### src/design/ed_pkg.sv
// Shared constants and types for the edit distance engine.
package ed_pkg;

    localparam int MAX_LEN  = 64;
    localparam int COST_W   = $clog2(MAX_LEN + 1);
    localparam int SYM_W    = 16;
    localparam int OP_W     = 2;
    localparam int DIST_W   = 7;
    localparam int DIST_MAX = (1 << DIST_W) - 1;

    localparam logic [OP_W-1:0] OP_LOAD   = 2'd0;
    localparam logic [OP_W-1:0] OP_SEARCH = 2'd1;
    localparam logic [OP_W-1:0] OP_FINISH = 2'd2;

    typedef struct packed {
        logic              valid;
        logic [SYM_W-1:0]  sym;
        logic [COST_W-1:0] left;
        logic [COST_W-1:0] diag;
    } ed_wave_t;

    typedef struct packed {
        logic              en;
        logic [SYM_W-1:0]  sym;
        logic [COST_W-1:0] cost;
    } ed_load_t;

endpackage

### src/design/ed_cell.sv
// One row cell: holds a reference symbol and its cost entry, updates on each wavefront.
module ed_cell (
    input  logic             clk,
    input  logic             rst_n,
    input  ed_pkg::ed_load_t load,
    input  ed_pkg::ed_wave_t wave_in,
    output ed_pkg::ed_wave_t wave_out,
    output logic [ed_pkg::COST_W-1:0] cost
);
    import ed_pkg::*;

    logic [SYM_W-1:0]  ref_reg;
    logic [COST_W-1:0] cost_reg;
    logic [COST_W-1:0] cost_next;
    logic [COST_W-1:0] min_ab;
    logic [COST_W-1:0] min_abc;
    logic [SYM_W-1:0]  sym_reg;
    logic [COST_W-1:0] left_reg;
    logic [COST_W-1:0] diag_reg;
    logic              valid_reg;

    always_comb
    begin
        min_ab  = (wave_in.left < cost_reg) ? wave_in.left : cost_reg;
        min_abc = (min_ab < wave_in.diag) ? min_ab : wave_in.diag;
        if (ref_reg == wave_in.sym)
        begin
            cost_next = wave_in.diag;
        end
        else
        begin
            cost_next = min_abc + COST_W'(1);
        end
    end

    always_ff @(posedge clk)
    begin
        if (load.en)
        begin
            ref_reg  <= load.sym;
            cost_reg <= load.cost;
        end
        else if (wave_in.valid)
        begin
            cost_reg <= cost_next;
        end
        sym_reg  <= wave_in.sym;
        left_reg <= cost_next;
        diag_reg <= cost_reg;
    end

    always_ff @(posedge clk or negedge rst_n)
    begin
        if (!rst_n)
        begin
            valid_reg <= 1'b0;
        end
        else
        begin
            valid_reg <= wave_in.valid;
        end
    end

    always_comb
    begin
        wave_out.valid = valid_reg;
        wave_out.sym   = sym_reg;
        wave_out.left  = left_reg;
        wave_out.diag  = diag_reg;
    end

    assign cost = cost_reg;

endmodule

### config.mk
export PLATFORM = sky130hd
export DESIGN_NAME = ed_cell
export DESIGN_NICKNAME = d
export VERILOG_FILES = /design/src/design/ed_pkg.sv /design/src/design/ed_cell.sv
export SDC_FILE = /design/constraint.sdc
export NUM_CORES = 1
export LEC_CHECK = 0
export BUFFER_PORTS_ARGS = -buffer_cell sky130_fd_sc_hd__buf_2
export CAP_MARGIN = 5
export CORE_MARGIN = 3
export CORE_UTILIZATION = 27
export DETAILED_ROUTE_END_ITERATION = 8
export PLACE_DENSITY_LB_ADDON = 0.2
export SLEW_MARGIN = 0
export SYNTH_ARGS = -nofsm -noshare
export SYNTH_HDL_FRONTEND = slang
export SYNTH_SLANG_ARGS = --single-unit
### constraint.sdc
create_clock -name clk -period 13.6 [get_ports clk]
set_input_delay 2.72 -clock clk [delete_from_list [all_inputs] [get_ports clk]]
set_output_delay 2.72 -clock clk [all_outputs]
set_load 0.01 [all_outputs]
==> results of run 1 <==
-- cell families after synthesis --
logic type / Yosys count / synth area share [%]
multiplexers: 15 / 6.60
buffers and inverters: 25 / 4.38
adder cells (fa/ha/maj): 13 / 6.55
XOR/XNOR: 17 / 5.99
AND/OR/NAND/NOR: 57 / 11.6
flip-flops: 54 / 53.0
AO/OA/AOI/OAI: 41 / 11.9
-- cell usage after synthesis, drive strengths merged (2+ instances only) --
cell type  number
a31oi           3
nor4            2
nand4           7
edfxtp         23
nor2            8
xnor2          17
ha             13
dfxtp          30
mux2           11
nand2          20
inv            19
buf             5
or2             2
nor3            2
mux2i           4
o21ai          10
o211ai          3
nand3          10
a21oi          12
-- worst min path at each step --
stage,endpoint,slack (ns),cells past startpoint
finish,diag_reg[5]$_DFF_P_,0.48,0
global placement,diag_reg[5]$_DFF_P_,0.46,0
global route,diag_reg[6]$_DFF_P_,0.53,0
CTS,diag_reg[5]$_DFF_P_,0.49,0
detailed placement,diag_reg[5]$_DFF_P_,0.47,0
floorplan,diag_reg[6]$_DFF_P_,0.45,0
-- where the power goes --
part | total, µW | switching (µW) | internal [µW]
registers | 226 | 19.9 | 206
clock network | 88.8 | 52.6 | 36.3
logic | 224 | 127 | 97.3
-- per-layer routing --
layer,up-vias,share of wire (%)
li1,994,-
met1,875,48
met2,53,47
met4,0,0.95
met3,5,4.3
met5,-,0
-- final cells by class --
cell class | count | area share, %
clock buffer | 5 | 2.19
clock inverter | 3 | 0.677
inverter | 19 | 2.27
multi-input combinational | 143 | 33.7
sequential | 54 | 41.9
tap | 108 | 4.30
timing repair buffer | 94 | 15.0
-- stage by stage --
step / hold WS, ns / worst slack [ns]
after floorplan: 0.452 / 6.69
after global placement: 0.458 / 5.77
after detailed placement: 0.468 / 5.63
after CTS: 0.491 / 5.97
after global routing: 0.528 / 5.49
final: 0.481 / 5.95
==> results.toml, run 1 <==
[detailed_routing]
drtAntennaViolNets = 0
drc = 0
drt_pre_antenna_iters = 4
wirelength_um = 6080
vias = 1927
drt-initial-drc-count = 61
wire_per_inst_um = 14.3
viasPerCell = 4.52

[timing]
finClkSkew_ns = 0.00667
final_hold_viol_count = 0
rsz0062_at_grt = "false"
period_share_pct = 56.3
min_period_ns = 7.65
max_freq_ghz = 0.131
setup_violations = 0
relSlewSlack_pct = 30.2
tightest_slew_ns = 1.04
finalSetupTns_ns = 0
maxSlewViolCount = 0

[setup_path]
critPathKind = "in -> reg"
rrSetupSlack_ns = 7.94
reg2reg_from = "cost[4]$_DFFE_PP_"
crit_cells = 19
crit_path_start = "wave_in[13]"
crit_fanout = 23
crit_buf_inv = 2
crit_path_end = "cost[6]$_DFFE_PP_"
slowest_delay_ns = 1.00
r2r_end = "cost[6]$_DFFE_PP_"
cpMaxStageDelayCell = "o41ai_4"
cp_cell_sequence = "buf_2 > ha_1 > a21oi_1 > o21ai_1 > a21oi_2 > mux2_2 > ha_1 > a21oi_1 > o21ai_1 > o41ai_4 > nand2_1 > o21ai_0 > ha_1 > and2_1 > nand3_1 > inv_1 > o21ai_1 > a221o_1 > mux2_2"
r2r_cells = 19
setup.worst_path.start_class = "input pin"
cp_data_arrival_time_ns = 7.72
critPathCaptureType = "flip-flop"
crit_family = "compound AO/OA/AOI/OAI gates"
critPathRequiredTime_ns = 13.67

[placed_design]
portBuffers = 94
placed_area_um2 = 3050
dpl.hpwl_um = 4910
place_inst = 418
gp_congestion = 0.818

[die]
die_area_um2 = 10400
core_area_um2 = 8850
rows = 34
die_h_um = 102
start_util_pct = 28.1
die_w_um = 102
ios = 95

[synthesis]
ys.flop_type = "dfxtp_1"
yosys_warnings = 0
synth.avg_cell_area_um2 = 11.2
syn_area_um2 = 2480
synthCells = 222
syn_nets = 292
synth.area.top_cells = "edfxtp_1, dfxtp_1, ha_1"
yosysTopAreaCell = "edfxtp_1"
ys_ff_latch = 54
async_reset_ff_share_pct = 1.85
synth_edf_count = 23
ys_types = 48
yosysSeqAreaShare_pct = 53.0
synth_top_area_share_pct = 27.8

[flow_run]
maxCapViolCount = 0

[cells_and_area]
final_design_area_no_fill_um2 = 3140
seq_area_um2 = 1320
layout_common_cells = "buf_2, dfxtp_1, edfxtp_1"
n_fill_cell = 944
multi_input_area_um2 = 1060
drive_gt1_share_pct = 39.0
postLayoutCoreUtil_pct = 35.5
stdcell_count = 426
area_growth_pct = 26.5
layout_commonest_cell = "buf_2"
insertedDiodeCount = 0
nets = 387

[clock_network]
cts.sinks = 54
cts_setup_buffers = 0
h-tree-depth = 2
clk_latency_ns = 0.30
cts_root_buffer = "clkbuf_8"
cts_buffer_depth = 2
cts_tree = "done"
cts_resized = 0
cts_hold_buf = 0
clkTransAtPathRegs_ns = 0.10
cts_buffers = 5

[grt]
overflow = 0
grt_util_met1_pct = 16.4
use_met3_pct = 2.25
grt_pass1_wl_um = 9500
track_usage_pct = 11.9
grt_antenna_before_repair = 0
busiest_layer = "met2"
grt_start_max_net_pins = 26
grt_util_met2_pct = 19.5
grt_pass1_vias = 1867

[power]
p_leak_uw = 0.00140
ir_drop_uv = 65.1
p_per_area_nw_per_um2 = 172
power_uw = 539

[outcome]
status = "completed"

[hold_path]
min-delay-start = "cost[5]$_DFFE_PP_"
hp-class = "reg -> reg"
Note: power is estimated with default switching activity, not from simulation.
==> run 2, diff against run 1 <==
Settings changed: ABC_AREA set to 1.
Clock period 13.6 ns to 7.7 ns, I/O delays scaled along.
==> run 2 against run 1 <==
Clock power rose by 91%. Routed wire length rose by 0.87%. Highest routed layer unchanged. Count of clock-buffer cells in the layout rose by 1. Synthesized area fell by 3.0%. Sequential share of layout area rose by 0.83 points. Utilization rose by 1.1 points. Power rose by 76%. Via count rose by 1.9%.
==> results.toml, run 2 <==
[timing]
finClkSkew_ns = 0.00655
final_hold_viol_count = 0
rsz0062_at_grt = "false"
tightest_slew_ns = 0.618
min_period_ns = 4.82
maxSlewViolCount = 0
setup_violations = 0
period_share_pct = 62.6
relSlewSlack_pct = 58.7
max_freq_ghz = 0.207
finalSetupTns_ns = 0

[setup_path]
r2r_cells = 21
cp_data_arrival_time_ns = 4.89
critPathKind = "in -> reg"
cpMostUsedCell = "nand2_1"
cpMaxStageDelayCell = "a211oi_2"
critPathRequiredTime_ns = 7.77
critPathCaptureType = "flip-flop"
setup.worst_path.start_class = "input pin"
rrSetupSlack_ns = 3.71
slowest_delay_ns = 0.50
r2r_end = "cost[6]$_DFFE_PP_"
cp_cell_sequence = "buf_2 > ha_1 > nand2_1 > inv_1 > a21oi_2 > nand2_2 > a21oi_1 > ha_1 > nand2_1 > nor2_1 > a211oi_2 > nand2_4 > nand2_1 > nand2_1 > ha_1 > nand3_2 > nor2_2 > nand3_1 > nand3_1 > nand3_1 > nand2_1"
crit_fanout = 13
reg2reg_from = "cost[6]$_DFFE_PP_"

[power]
p_int_uw = 584
ir_drop_uv = 139
clockPowerShare_pct = 18.0
p_switching_uw = 366
p_seq_share_pct = 40.8
p_per_area_nw_per_um2 = 308
p_leak_uw = 0.00154
sw_frac_of_total_pct = 38.5
pwr-share-comb_pct = 41.3

[die]
core_area_um2 = 8420
ios = 95
rows = 33
die_area_um2 = 10100
die_w_um = 100
start_util_pct = 28.6
die_h_um = 100

[synthesis]
synth_edf_count = 23
synth.most_common_cell = "nand2_1"
synthCells = 252
yosysTopAreaCell = "edfxtp_1"
synth_commonest_cells = "nand2_1, dfxtp_1, inv_1, edfxtp_1, nand3_1"
syn_area_um2 = 2410
synth.area.top_cells = "edfxtp_1, dfxtp_1, nand2_1"
synth_top_area_share_pct = 28.7
yosysSeqAreaShare_pct = 54.6
syn_nets = 322
yosys_warnings = 0
ys.flop_type = "dfxtp_1"
async_reset_ff_share_pct = 1.85
ys_types = 30
ys_ff_latch = 54
synth.avg_cell_area_um2 = 9.56

[cells_and_area]
area_growth_pct = 27.8
stdcell_count = 455
nets = 419
insertedDiodeCount = 0
layout_commonest_cell = "buf_2"
drive_gt1_share_pct = 34.6
layout_common_cells = "buf_2, nand2_1, dfxtp_1"
final_design_area_no_fill_um2 = 3080

[detailed_routing]
wire_per_inst_um = 13.5
vias = 1963
drt-initial-drc-count = 94
wirelength_um = 6140
viasPerCell = 4.31
drtAntennaViolNets = 0
drc = 0
drt_pre_antenna_iters = 4

[grt]
grt_start_max_net_pins = 26
track_usage_pct = 12.2
grt_pass1_vias = 1853
overflow = 0
grt_antenna_before_repair = 0
grt_pass1_wl_um = 9370

[clock_network]
cts_hold_buf = 0
cts_buffers = 5
clk_latency_ns = 0.30
cts_buffer_depth = 2
cts_setup_buffers = 0
cts.sinks = 54
cts_root_buffer = "clkbuf_8"
clkTransAtPathRegs_ns = 0.10
h-tree-depth = 2
cts_tree = "done"
cts_resized = 0

[placed_design]
gp_congestion = 0.881
dpl.hpwl_um = 5030
placed_area_um2 = 2980
place_inst = 447
portBuffers = 94

[hold_path]
min-delay-start = "cost[1]$_DFFE_PP_"
worstHoldPathCells = 0
hold_end = "diag_reg[1]$_DFF_P_"
hp-class = "reg -> reg"

[outcome]
status = "completed"

[flow_run]
maxCapViolCount = 0
-- run 2: cell types whose count changed in the layout (fill, tap and decap cells not counted), moves of 4 or more --
cell / change
nand2_2: +6
nor2_1: +7
nand2_1: +45
mux2_2: -11
o21ai_1: -4
mux2i_1: -4
nand4_1: -6
xnor2_1: -8
inv_1: +10
xor2_1: +4
nand3_1: +6
-- run 2: how the worst max path moves through the flow --
stage / start / depth (start not counted) / slack, ns / end
finish: wave_in[13] / 21 / 2.88 / cost[6]$_DFFE_PP_
global route: wave_in[9] / 24 / 2.58 / cost[6]$_DFFE_PP_
CTS: wave_in[13] / 21 / 2.96 / cost[4]$_DFFE_PP_
detailed placement: wave_in[13] / 21 / 2.63 / cost[4]$_DFFE_PP_
global placement: wave_in[13] / 21 / 2.71 / cost[4]$_DFFE_PP_
floorplan: wave_in[13] / 21 / 3.12 / cost[4]$_DFFE_PP_
-- run 2: logic make-up (layout without fill, tap and decap cells) --
group / count (synthesis) / after routing / share of synthesized area (%)
simple gates: 117 / 117 / 22.3
compound gates: 23 / 23 / 6.02
xor+xnor: 13 / 13 / 4.72
buf+inv: 32 / 130 / 5.61
fa+ha+maj: 13 / 13 / 6.75
flops: 54 / 54 / 54.6
-- run 2: final cells by class --
type	count	area, µm²
fill	908	5340
sequential	54	1320
multi-input combinational	166	958
timing repair buffer	94	470
tap	105	131
inverter	28	105
clock buffer	6	82.6
clock inverter	2	16.3
-- run 2: critical path: cells and delay by family --
family | cells | cell delay, ns
and+or+nand+nor | 13 | 1.30
adders and majority gates | 3 | 0.87
buffers and inverters | 2 | 0.16
AOI/OAI and AO/OA | 3 | 1.04
-- run 2: routing by layer --
metal	up-vias	global-route usage, %	wire, µm
met1	882	16.2	2850
met3	4	2.42	390
met2	62	20.4	2830
li1	1015	-	-
met5	-	0	0
met4	0	3.42	64
-- run 2: per-stage QoR --
step	total power (µW)	setup WS (ns)	hold WS (ns)	utilization, %
after floorplan	663	3.12	0.435	-
after global placement	784	2.71	0.420	35.4
after detailed placement	785	2.63	0.427	35.4
after CTS	961	2.96	0.451	36.6
after global routing	1030	2.58	0.486	36.6
final	950	2.88	0.450	36.6
-- run 2: power groups by stage --
stage	logic, µW	registers (µW)	clock network (µW)
after global placement	390	395	0
after CTS	394	389	179
after global routing	447	394	189
after floorplan	252	411	0
final	392	387	170
after detailed placement	390	395	0
==> run 3, diff against run 2 <==
Clock period 7.7 ns to 4.6 ns, I/O delays scaled along.
==> run 3 against run 2 <==
Flip-flop and latch count stayed put. Final area grew 0.12%. Clock skew grew 0.0085 ns. Routed wire length decreased by 0.90%. Utilization is essentially flat.
==> results.toml, run 3 (synthesis gave the netlist of run 2 again) <==
[outcome]
status = "completed"

[setup_path]
critPathKind = "in -> reg"
cpMaxStageDelayCell = "a21oi_1"
slowest_delay_ns = 0.34
critPathRequiredTime_ns = 4.67
cp_data_arrival_time_ns = 3.95
crit_fanout = 13
setup.worst_path.start_class = "input pin"
cpMostUsedCell = "nand2_1"
critPathCaptureType = "flip-flop"
crit_family = "simple AND/OR/NAND/NOR gates"
crit_buf_inv = 3
cp_cell_sequence = "buf_2 > ha_1 > nand2_1 > inv_1 > a21oi_2 > nand2_2 > a21oi_1 > ha_1 > a21oi_1 > nor2_1 > a211oi_2 > buf_4 > nand3_1 > nand2_1 > ha_1 > nand3_2 > nor2_2 > nor2_1 > nand2_1 > o21ai_2 > nand2_1 > nand2_1"

[timing]
rsz0062_at_grt = "false"
final_hold_viol_count = 0
maxSlewViolCount = 0
tightest_slew_ns = 0.521
finClkSkew_ns = 0.0150
min_period_ns = 3.88
max_freq_ghz = 0.258
setup_violations = 0
period_share_pct = 84.3
relSlewSlack_pct = 64.9
finalSetupTns_ns = 0

[cells_and_area]
layout_commonest_cell = "buf_2"
insertedDiodeCount = 0
area_growth_pct = 28.0
seq_area_um2 = 1320
nets = 421
drive_gt1_share_pct = 34.7
multi_input_area_um2 = 958
final_design_area_no_fill_um2 = 3080
layout_common_cells = "buf_2, nand2_1, dfxtp_1"
n_fill_cell = 904

[power]
ir_drop_uv = 142
p_leak_uw = 0.00154
p_per_area_nw_per_um2 = 515

[clock_network]
cts_hold_buf = 0
cts_buffers = 5
clk_latency_ns = 0.30
cts_tree = "done"
cts_root_buffer = "clkbuf_8"
cts.sinks = 54
h-tree-depth = 2
clkTransAtPathRegs_ns = 0.10
cts_resized = 0
cts_buffer_depth = 2
cts_setup_buffers = 0

[detailed_routing]
drt_pre_antenna_iters = 4
wire_per_inst_um = 13.3
wirelength_um = 6080
drtAntennaViolNets = 0
drt-initial-drc-count = 53
drc = 0
viasPerCell = 4.22
vias = 1928

[die]
start_util_pct = 28.6
die_h_um = 100
die_w_um = 100
die_area_um2 = 10100
rows = 33
core_area_um2 = 8420
ios = 95

[grt]
grt_start_max_net_pins = 26
grt_antenna_before_repair = 0
track_usage_pct = 12.3
grt_pass1_vias = 1864
overflow = 0
grt_pass1_wl_um = 9510

[flow_run]
maxCapViolCount = 0

[placed_design]
placed_area_um2 = 3000
gp_congestion = 0.838
portBuffers = 94
dpl.hpwl_um = 5000

[hold_path]
hp-class = "in -> async"
==> run 3: cell type report <==
class                      count  share of cell area, %
inverter                      28                   3.41
clock buffer                   6                   2.35
timing repair buffer          96                   15.7
clock inverter                 2                  0.487
sequential                    54                   42.7
multi-input combinational    166                   31.1
tap                          105                   4.26
==> run 3: final timing paths <==
kind | startpoint | end | slack [ns] | cells past startpoint
max | wave_in[13] | cost[4]$_DFFE_PP_ | 0.72 | 22
min | rst_n | valid_reg$_DFF_PN0_ | 0.37 | 1
max reg2reg | cost[6]$_DFFE_PP_ | cost[4]$_DFFE_PP_ | 0.91 | 22
min reg2reg | cost[1]$_DFFE_PP_ | diag_reg[1]$_DFF_P_ | 0.43 | 0
max in group asynchronous | rst_n | valid_reg$_DFF_PN0_ | 4.15 | 1
min in group clk | cost[1]$_DFFE_PP_ | diag_reg[1]$_DFF_P_ | 0.43 | 0
==> run 3: where the power goes <==
part | switching (µW) | internal [µW] | total (µW)
Sequential | 43.0 | 603 | 646
Clock | 158 | 108 | 265
Combinational | 413 | 263 | 676
==> run 3: metrics by stage <==
step                setup slack, ns  util (%)  std cells  total power [µW]  hold slack [ns]
finish                        0.722      36.6        457              1590            0.371
global route                  0.415      36.6        457              1720            0.348
CTS                           0.761      36.6        457              1610            0.351
detailed placement            0.434      35.6        449              1330            0.412
global placement              0.516      35.6        449              1340            0.407
floorplan                     0.638         -        252              1110            0.435
==> run 3: layer usage <==
layer	wire length (µm)	track usage, %
met1	2840	17.1
met2	2790	19.3
met3	402	2.63
met4	48	3.11
met5	0	0
